## src/hw/rtl/pngcsc_pkg.sv

```systemverilog
// ============================================================================
// pngcsc_pkg
// Shared constants and helper functions for the PNG chunk stream checker.
// ============================================================================
package pngcsc_pkg;

    // parse phases
    localparam logic [2:0] PH_SIG  = 3'd0;
    localparam logic [2:0] PH_LEN  = 3'd1;
    localparam logic [2:0] PH_TYPE = 3'd2;
    localparam logic [2:0] PH_DATA = 3'd3;
    localparam logic [2:0] PH_CRC  = 3'd4;

    // chunk kinds
    localparam logic [2:0] KIND_IHDR  = 3'd0;
    localparam logic [2:0] KIND_BKGD  = 3'd1;
    localparam logic [2:0] KIND_PHYS  = 3'd2;
    localparam logic [2:0] KIND_TIME  = 3'd3;
    localparam logic [2:0] KIND_ITXT  = 3'd4;
    localparam logic [2:0] KIND_IDAT  = 3'd5;
    localparam logic [2:0] KIND_IEND  = 3'd6;
    localparam logic [2:0] KIND_OTHER = 3'd7;

    // status codes
    localparam logic [1:0] ST_OK       = 2'd0;
    localparam logic [1:0] ST_BAD_SIG  = 2'd1;
    localparam logic [1:0] ST_CRC_ERR  = 2'd2;
    localparam logic [1:0] ST_UNK_CRIT = 2'd3;

    // chunk type words, big-endian ASCII
    localparam logic [31:0] T_IHDR = 32'h4948_4452;
    localparam logic [31:0] T_BKGD = 32'h624B_4744;
    localparam logic [31:0] T_PHYS = 32'h7048_5973;
    localparam logic [31:0] T_TIME = 32'h7449_4D45;
    localparam logic [31:0] T_ITXT = 32'h6954_5874;
    localparam logic [31:0] T_IDAT = 32'h4944_4154;
    localparam logic [31:0] T_IEND = 32'h4945_4E44;

    localparam logic [31:0] CRC_POLY = 32'hEDB8_8320;
    localparam logic [31:0] CRC_INIT = 32'hFFFF_FFFF;

    localparam logic [7:0] PNG_SIG [8] = '{8'h89, 8'h50, 8'h4E, 8'h47,
                                           8'h0D, 8'h0A, 8'h1A, 8'h0A};

    // reflected CRC-32, one byte
    function automatic logic [31:0] crc32_byte(input logic [31:0] c_in,
                                               input logic [7:0]  b);
        logic [31:0] c;
        c = c_in ^ {24'd0, b};
        for (int k = 0; k < 8; k++) begin
            c = c[0] ? (CRC_POLY ^ (c >> 1)) : (c >> 1);
        end
        return c;
    endfunction

    function automatic logic [2:0] kind_of(input logic [31:0] t);
        logic [2:0] k;
        case (t)
            T_IHDR:  k = KIND_IHDR;
            T_BKGD:  k = KIND_BKGD;
            T_PHYS:  k = KIND_PHYS;
            T_TIME:  k = KIND_TIME;
            T_ITXT:  k = KIND_ITXT;
            T_IDAT:  k = KIND_IDAT;
            T_IEND:  k = KIND_IEND;
            default: k = KIND_OTHER;
        endcase
        return k;
    endfunction

endpackage

```

## src/hw/rtl/pngcsc_crc.sv

```systemverilog
// ============================================================================
// pngcsc_crc
// Running CRC-32 accumulator, one byte per cycle, restartable.
// ============================================================================
module pngcsc_crc (
    input  logic        i_clk,
    input  logic        i_rst_n,
    input  logic        i_init,
    input  logic        i_update,
    input  logic [7:0]  i_byte,
    output logic [31:0] o_crc
);
    import pngcsc_pkg::*;

    logic [31:0] r_crc;
    logic [31:0] n_crc;

    always_comb begin
        n_crc = r_crc;
        if (i_init) begin
            n_crc = CRC_INIT;
        end else if (i_update) begin
            n_crc = crc32_byte(r_crc, i_byte);
        end
    end

    always_ff @(posedge i_clk) begin
        if (!i_rst_n) begin
            r_crc <= CRC_INIT;
        end else begin
            r_crc <= n_crc;
        end
    end

    assign o_crc = r_crc;

endmodule

```

## config.mk

```make
export PLATFORM = sky130hd
export DESIGN_NAME = pngcsc_crc
export DESIGN_NICKNAME = d
export VERILOG_FILES = /design/src/hw/rtl/pngcsc_pkg.sv /design/src/hw/rtl/pngcsc_crc.sv
export SDC_FILE = /design/constraint.sdc
export NUM_CORES = 1
export LEC_CHECK = 0
export BUFFER_PORTS_ARGS = -buffer_cell sky130_fd_sc_hd__buf_2
export CORE_ASPECT_RATIO = 1.25
export CORE_MARGIN = 1
export CORE_UTILIZATION = 50
export CTS_BUF_LIST = sky130_fd_sc_hd__clkbuf_16
export DETAILED_ROUTE_END_ITERATION = 6
export GPL_TIMING_DRIVEN = 0
export PLACE_DENSITY = 0.77
export SETUP_SLACK_MARGIN = 0.15
export SLEW_MARGIN = 20
export SYNTH_ARGS = -nofsm -noshare
export SYNTH_HDL_FRONTEND = slang
export SYNTH_SLANG_ARGS = --single-unit
```

## constraint.sdc

```tcl
create_clock -name i_clk -period 1.9 [get_ports i_clk]
set_input_delay 0.19 -clock i_clk [delete_from_list [all_inputs] [get_ports i_clk]]
set_output_delay 0.19 -clock i_clk [all_outputs]
set_load 0.01 [all_outputs]
```

# Word-level counts from Yosys, hierarchy flattened
# Index checks and enable logic that the tools add are counted.
# word_totals
ff_bits	32
word_cells	20
output_inout_bits	32
input_bits	12
# op_classes
n_bitwise	10
n_reduce_logical	1
mux	8
# ops
cell	n
$mux 32	8
$not 13->14	8
$xor 32x8->32	1
$reduce_or 2->1	1
$not 1->1	1

# Logic depth before layout (Yosys ltp)
# Gate-level depths: netlist of the first run.
# logic_depth
depth_word	17
mapped_depth	5
depth_no_buf	5

# Worst setup path after synthesis of the first run
# Ideal clock, no wire load.
# synth_timing
path_kind	register to register
start	register r_crc[0], in the netlist o_crc[0]
end	register r_crc[28], in the netlist o_crc[28]
setup_slack_ps	79
path_stages_with_launch	6
arrival_ps	1685
period_less_slack_ps	1821
path_cell_list	dfxtp_1 xor2_4 xnor3_4 xor2_1 nor2_1 o21ai_0
# synth_via
elab_chain_cells	9
# synth_lines
item	line	rtl
start: declaration	pngcsc_crc.sv:15	logic [31:0] r_crc;
start signal: assignment	pngcsc_crc.sv:31	r_crc <= n_crc;
$xor 32x8->32	pngcsc_pkg.sv:49	c = c_in ^ {24'd0, b};
$mux 32 (8 in series)	pngcsc_pkg.sv:51	c = c[0] ? (CRC_POLY ^ (c >> 1)) : (c >> 1);
# No other way between the ends.
# A chain may end at the register's enable or synchronous reset.

# Worst setup path in the final report of the first run
# layout_timing
start	register r_crc[1], in the netlist o_crc[1]
end	register r_crc[3], in the netlist o_crc[3]
# layout_via
elab_chain_cells	11
# layout_lines
item	line
$xor 32x8->32 *	pngcsc_pkg.sv:49
$mux 32 * (2 in series)	pngcsc_pkg.sv:51
$not 13->14 (no line)	n/a
$mux 32 * (3 in series)	pngcsc_pkg.sv:51
$not 13->14 (no line)	n/a
$mux 32 * (3 in series)	pngcsc_pkg.sv:51
# Every way passes the cells marked *; elsewhere a longest branch is shown, timed or not.

==> results of run 1 <==
-- cells in the final DEF, fill, tap and decap left out --
| cell type | count |
|---|---|
| clkbuf_1 | 9 |
| xnor3_4 | 2 |
| a21o_1 | 1 |
| xnor2_2 | 5 |
| dfxtp_2 | 4 |
| xnor2_4 | 6 |
| xnor3_1 | 2 |
| nand3_1 | 1 |
| inv_1 | 2 |
| a211oi_1 | 1 |
| o211ai_1 | 10 |
| nor2b_1 | 1 |
| buf_4 | 22 |
| xnor3_2 | 1 |
| buf_12 | 2 |
| mux2i_1 | 1 |
| and2_4 | 1 |
| clkinv_1 | 2 |
| nand2_1 | 21 |
| buf_2 | 43 |
| nand2b_1 | 1 |
| xor2_4 | 6 |
| a211o_1 | 1 |
| o21ai_0 | 18 |
| dfxtp_1 | 28 |
| xor2_1 | 10 |
| nor3_1 | 3 |
| nor2_1 | 28 |
| xnor2_1 | 39 |
| o21ai_1 | 1 |
| clkbuf_16 | 5 |
-- kinds of logic after synthesis --
logic type | synth area share [%]
flip-flops | 33.5
XOR/XNOR | 42.0
AO/OA/AOI/OAI | 10.2
buffers and inverters | 1.96
multiplexers | 0.524
AND/OR/NAND/NOR | 11.8
-- worst reg2reg max path, cell delays in order (launching register included) --
cell	delay (ns)
dfxtp_2	0.44
xor2_4	0.19
xnor3_2	0.52
buf_4	0.17
xnor2_1	0.11
nor2_1	0.08
o21ai_0	0.08
-- how the worst max path moves through the flow --
stage	to	slack [ns]	depth (start not counted)
after detailed placement	o_crc[19]	-0.09	5
after global routing	o_crc[3]	0.08	6
final	o_crc[3]	0.16	6
after CTS	o_crc[19]	0.10	5
after global placement	o_crc[19]	-0.09	5
after floorplan	o_crc[19]	0.16	5
-- where the power goes --
part           switching, mW  internal (mW)
Clock                  0.279          0.470
Sequential            0.0692          0.733
Combinational          0.571          0.647
-- per-stage QoR --
step | setup slack, ns | power [mW] | instances | utilization, % | hold WS [ns]
3_5_place_dp | -0.0878 | 1.75 | 284 | 61.1 | 0.514
2_1_floorplan | 0.160 | 1.56 | 202 | - | 0.463
6_report | 0.160 | 2.77 | 316 | 75.0 | 0.330
4_1_cts | 0.100 | 2.56 | 296 | 67.8 | 0.326
5_1_grt | 0.0812 | 2.89 | 316 | 75.0 | 0.364
3_3_place_gp | -0.0870 | 1.74 | 284 | 61.1 | 0.506
-- layer usage --
metal	GRT usage (%)	wire (um)	up-vias	part of all wire, %
met1	30.2	2080	797	40
li1	-	-	804	-
met2	40.8	2680	64	51
met5	0	0	-	0
met3	6.40	325	13	6.2
met4	10.3	122	0	2.3
-- final cells by class --
type | instances | area [um^2] | share of cell area (%)
multi-input cells | 160 | 1390 | 51.9
flip-flops and latches | 32 | 646 | 24.1
repair buffers | 67 | 420 | 15.7
clock buffers | 5 | 125 | 4.67
well taps | 39 | 48.8 | 1.82
plain buffers | 9 | 33.8 | 1.26
clock inverters | 3 | 11.3 | 0.420
inverters | 1 | 3.75 | 0.140
-- timing repair --
action                                  in CTS  in global routing
resized for setup                           10                 10
pin swaps                                    8                  7
hold buffers                                 0                  0
endpoints found under the setup margin      18                 17
setup buffers                                4                 20
==> results.md, run 1 <==
- Status: finished clean
- FF-to-FF setup slack: 0.16 ns
- Via/cell ratio: 5.31
- Synth area leader: dfxtp_1
- Clock buffer depth: 2
- Worst EP required: 2.04 ns
- Period utilisation layout: 91.6%
- Crit path time final: roughly 1.7 ns
- Final Hold Fails: 0
- Initial antenna violation count: 0
- Total clock sinks: 32
- Chip width: ~57 um
- CTS tree: yes
- RSZ-0062 raised after global routing: true
- Synth Warn #: 0
- Fmax: 575 MHz
- Hold Crit Depth: 4
- Reg2reg end: o_crc[3]
- CP bufs+invs: 1
- Leading register cell type out of synthesis: dfxtp_1
- Worst Path Arrival: 1.88 ns
- Pin count of the biggest net entering global routing: 11
- DRC errors left: 0
- Delay-heaviest family, CP: XOR/XNOR gates
- Post-DP Area: 2180 um^2
- Num ports: 44
- Max-cap violations: 0
- Syn nets: 214
- Top post-synthesis cells by area: dfxtp_1 (34%), xnor2_1 (22%), nor2_1 (5.5%)
- Layout fillers: 224
- Fin nets: 288
- Area grow syn2layout: 40.3%
- Core area: roughly 3600 um^2
- Number of synthesized register bits: 32
- Post-synth top area share: approximately a third
- Seq/Total Area, Yosys: roughly a third
- Post-synth EDFFs: 0
- N_diodes: 0
- Static Leakage: 1.09 nW
- CP max stage delay: between 0.5 and 0.6 ns
- Mapped Area: ~1900 um^2
- Die area: 4070 um^2
- CP startpoint kind: flop
- Post-route design area: 2680 um^2
- RD Place Congestion: 0.858
- Rows: 24
- Critical Path, Cell by Cell: xor2_4 > xnor3_2 > buf_4 > xnor2_1 > nor2_1 > o21ai_0
- Overall routing resource usage: 24.6%
- Mean Syn Cell Area: 9.46 um^2
- Crit end category: flop
- Synth cell count leaders: xnor2_1 (47), dfxtp_1 (32), nor2_1 (28)
- Congestion Overflow GR: 0
- Layout cells sized above 1: around a third
- CP max-delay cell: xnor3_2
- TritonRoute pass-1 iters: 4
- IO Port Bufs: between 40 and 50
- Final setup viols: 0
- Asr flop ratio synth: 0%
- Peak fanout along the critical path: 4
- Setup TNS Final: 0 ns
- Unique masters post-synth: 25
- Worst-margin pin slew: 0.579 ns
- Worst r2r src: o_crc[1]
- Root Driver: clkbuf_16
- Kind of critical path: reg -> reg
- Via count: 1,678
- Die height: 71.1 um
- Count leader, synth: xnor2_1
- VDD IR-drop max: 0.652 mV
- Depth of the CTS H-tree: 2
- CTS Buf Count: 5
- Wire per inst: 16.5 um
- P per Cell Area: between 1000 and 1500 nW/um^2
- Fin Clk Skew: 0.00427 ns
- First-pass GRT wire length: around 7300 um
- Vias in the first global route: 1,470
- Initial drt markers: approximately 100
- Initial Utilization: a little over half
- Max reg flops: 32
- Clock transition at path regs: ~0.050 ns
- CP startpoint: o_crc[1]
- Fin. max-slew vios: 0
- Worst relative slew slack: slightly above 60%
- Worst Reg-to-Reg Cells: 6
- Number of routed nets with antenna violations: 0
- Hold path start: i_rst_n
- WHS Endpoint: o_crc[25]
- Cell count after synthesis: 202
- Total Wirelength: 5210 um
- Worst Hold Class: in -> reg
- Worst skew pair latency: 0.28 ns
- DP HPWL: 3080 um
Power figures use the tool's default switching activity.
==> inputs of run 2 (changes only) <==
BUFFER_PORTS_ARGS = default   (was -buffer_cell sky130_fd_sc_hd__buf_2)
DONT_BUFFER_PORTS = 1   (was default)
PLACE_DENSITY = 0.67   (was 0.77)
==> results.md, run 2 (synthesis gave the netlist of run 1 again) <==
- Worst Hold Class: in -> reg
- Multi-input gate area: 1430 um^2 (+2.4%)
- Commonest cells after routing, fill and taps aside: xnor2_1 (36), nor2_1 (28), dfxtp_1 (25), buf_4 (22), nand2_1 (21)
- Pre-CTS setup slack: -0.136 ns (-0.0487 ns)
- Total Wirelength: 5350 um (+2.7%)
- DP HPWL: 3180 um (+3.2%)
- Logic pwr share: 42.9% (-1.1 points)
- Fin. max-slew vios: 0 (unchanged)
- Max reg flops: 32 (unchanged)
- Register Area: 659 um^2 (+2.1%)
- Status: finished, violations left
- Total power: 2.77 mW (+0.14%)
- Number of routed nets with antenna violations: 0 (unchanged)
- Min Hold Slack: 0.238 ns (-0.0913 ns)
- Clock buffer depth: 2 (unchanged)
- Final setup viols: 0 (unchanged)
- Final Hold Fails: 0 (unchanged)
- CP max-delay cell: xnor2_1
- Crit path time final: 1.78 ns (+0.0432 ns)
- CP bufs+invs: 1 (unchanged)
- Wire per inst: 19.4 um (+18%)
- Via count: 1,558 (-7.2%)
- Worst r2r src: o_crc[7]
- Fin Clk Skew: 0.00470 ns (+0.000433 ns)
- Delay-heaviest family, CP: XOR/XNOR gates
- Max-cap violations: 0 (unchanged)
- Overall routing resource usage: 26.3% (+1.7 points)
- CTS Buf Count: 5 (unchanged)
- Chip width: 57.3 um (unchanged)
- Worst skew pair latency: 0.27 ns (about the same)
- DRC errors left: 8 (+8)
- Fmax: 561 MHz (-2.4%)
- Congestion Overflow GR: 0 (unchanged)
- Rows: 24 (unchanged)
- IO Port Bufs: 0 (-100%)
- Layout cells sized above 1: 26.3% (-8.7 points)
- RD Place Congestion: 0.820 (-4.4%)
- Critical Path, Cell by Cell: xor2_4 > buf_4 > xnor2_1 > xnor2_4 > xnor2_1 > o211ai_1
- Die area: 4070 um^2 (unchanged)
- Reg2reg end: o_crc[23]
- Core area: 3570 um^2 (unchanged)
- N_diodes: 0 (unchanged)
- Sequential fraction of design power: 30.2% (+1.2 points)
- RSZ-0062 raised after global routing: true
- Worst-margin pin slew: 0.598 ns (+0.0189 ns)
- Area grow syn2layout: 33.1%
- Failing checks: design-rule violations
- Internal Power: 1.85 mW (-0.14%)
- CP max stage delay: 0.44 ns (-0.08 ns)
- Vias in the first global route: 1,570 (+6.8%)
- Commonest non-fill, non-tap cell in the layout: xnor2_1
- Total clock sinks: 32 (unchanged)
- Fin nets: 247 (-14%)
- FF-to-FF setup slack: 0.12 ns (-0.04 ns)
- Initial drt markers: 103 (-0.96%)
- Kind of critical path: reg -> reg
- Hold Crit Depth: 3 (-1)
- Worst Reg-to-Reg Cells: 6 (unchanged)
- VDD IR-drop max: 0.669 mV (+2.5%)
- Net Sw Frac: 33.4% (+0.18 points)
- Die height: 71.1 um (unchanged)
- Worst EP required: 2.03 ns (about the same)
- Setup ws final: 0.116 ns (-0.0432 ns)
- WHS Endpoint: o_crc[19]
- Via/cell ratio: 5.67 (+6.7%)
- Clock transition at path regs: 0.05 ns (about the same)
- Layout fillers: 245 (+9.4%)
- Initial Utilization: 53.5% (unchanged)
- P per Cell Area: 1090 nW/um^2 (+5.5%)
- Initial antenna violation count: 0 (unchanged)
- CP startpoint kind: flop
- Peak fanout along the critical path: 4 (unchanged)
- Num ports: 44 (unchanged)
- Static Leakage: 0.997 nW (-8.4%)
- Hold path start: i_rst_n
- Period utilisation layout: 93.9% (+2.3 points)
- Pin count of the biggest net entering global routing: 11 (unchanged)
- CTS tree: yes
- Worst Path Arrival: 1.91 ns (+0.03 ns)
- Crit end category: flop
- NetSw: 0.926 mW (+0.68%)
- TritonRoute pass-1 iters: 6 (+2)
- Top cell by count, worst path: xnor2_1
- Clk pwr share: 26.9% (-0.2 points)
- Worst relative slew slack: 59.8% (-1.5 points)
- First-pass GRT wire length: 7930 um (+8.7%)
- Root Driver: clkbuf_16
- Depth of the CTS H-tree: 2 (unchanged)
## run 2: changes by cell type in the layout (fill, tap and decap cells not counted), sizes merged
cell  change
buf      -41
## run 2: power by group through the flow
stage / clock network [mW] / registers (mW) / logic, mW
2_1_floorplan: 0 / 0.826 / 0.734
3_3_place_gp: 0 / 0.841 / 0.841
3_5_place_dp: 0 / 0.844 / 0.855
4_1_cts: 0.751 / 0.835 / 0.997
5_1_grt: 0.792 / 0.844 / 1.28
6_report: 0.746 / 0.837 / 1.19
## run 2: per-layer routing
layer | up-vias | part of all wire (%) | track usage [%]
li1 | 721 | - | -
met1 | 756 | 38 | 30.8
met2 | 71 | 53 | 43.8
met3 | 10 | 6.9 | 6.40
met4 | 0 | 2.4 | 14.4
met5 | - | 0 | 0
## run 2: per-stage QoR
stage	cells	cell area, um^2	utilization, %	TNS (ns)
2_1_floorplan	202	1920	-	0
3_5_place_dp	241	1970	55.1	-0.379
5_1_grt	275	2540	71.2	0
4_1_cts	259	2320	64.9	0
3_3_place_gp	241	1970	55.1	-0.222
6_report	275	2540	71.2	0
## run 2: timing repair
action	CTS	global route
gates resized for setup	16	17
buffers inserted	10	16
endpoints found under the hold margin	0	0
hold buffers	0	0
endpoints found under the setup margin	20	20
pin swaps	8	10
## run 2: final cells by class
cell class	count	share of cell area, %
flip-flops and latches	32	25.9
plain buffers	9	1.33
multi-input cells	160	56.0
clock buffers	5	4.92
clock inverters	3	0.443
repair buffers	26	9.30
well taps	39	1.92
inverters	1	0.148
## run 2: tightest hold or removal path, delay by kind of cell
family,cells,cell delay [ns]
AOI/OAI and AO/OA,2,0.19
and+or+nand+nor,1,0.10
## run 2: how the worst max path moves through the flow
stage                   from   endpoint  depth (start not counted)
global placement    o_crc[7]  o_crc[19]                          5
finish              o_crc[7]  o_crc[23]                          6
detailed placement  o_crc[7]  o_crc[19]                          5
CTS                 o_crc[2]  o_crc[19]                          4
global route        o_crc[7]  o_crc[23]                          6
floorplan           o_crc[7]  o_crc[19]                          5
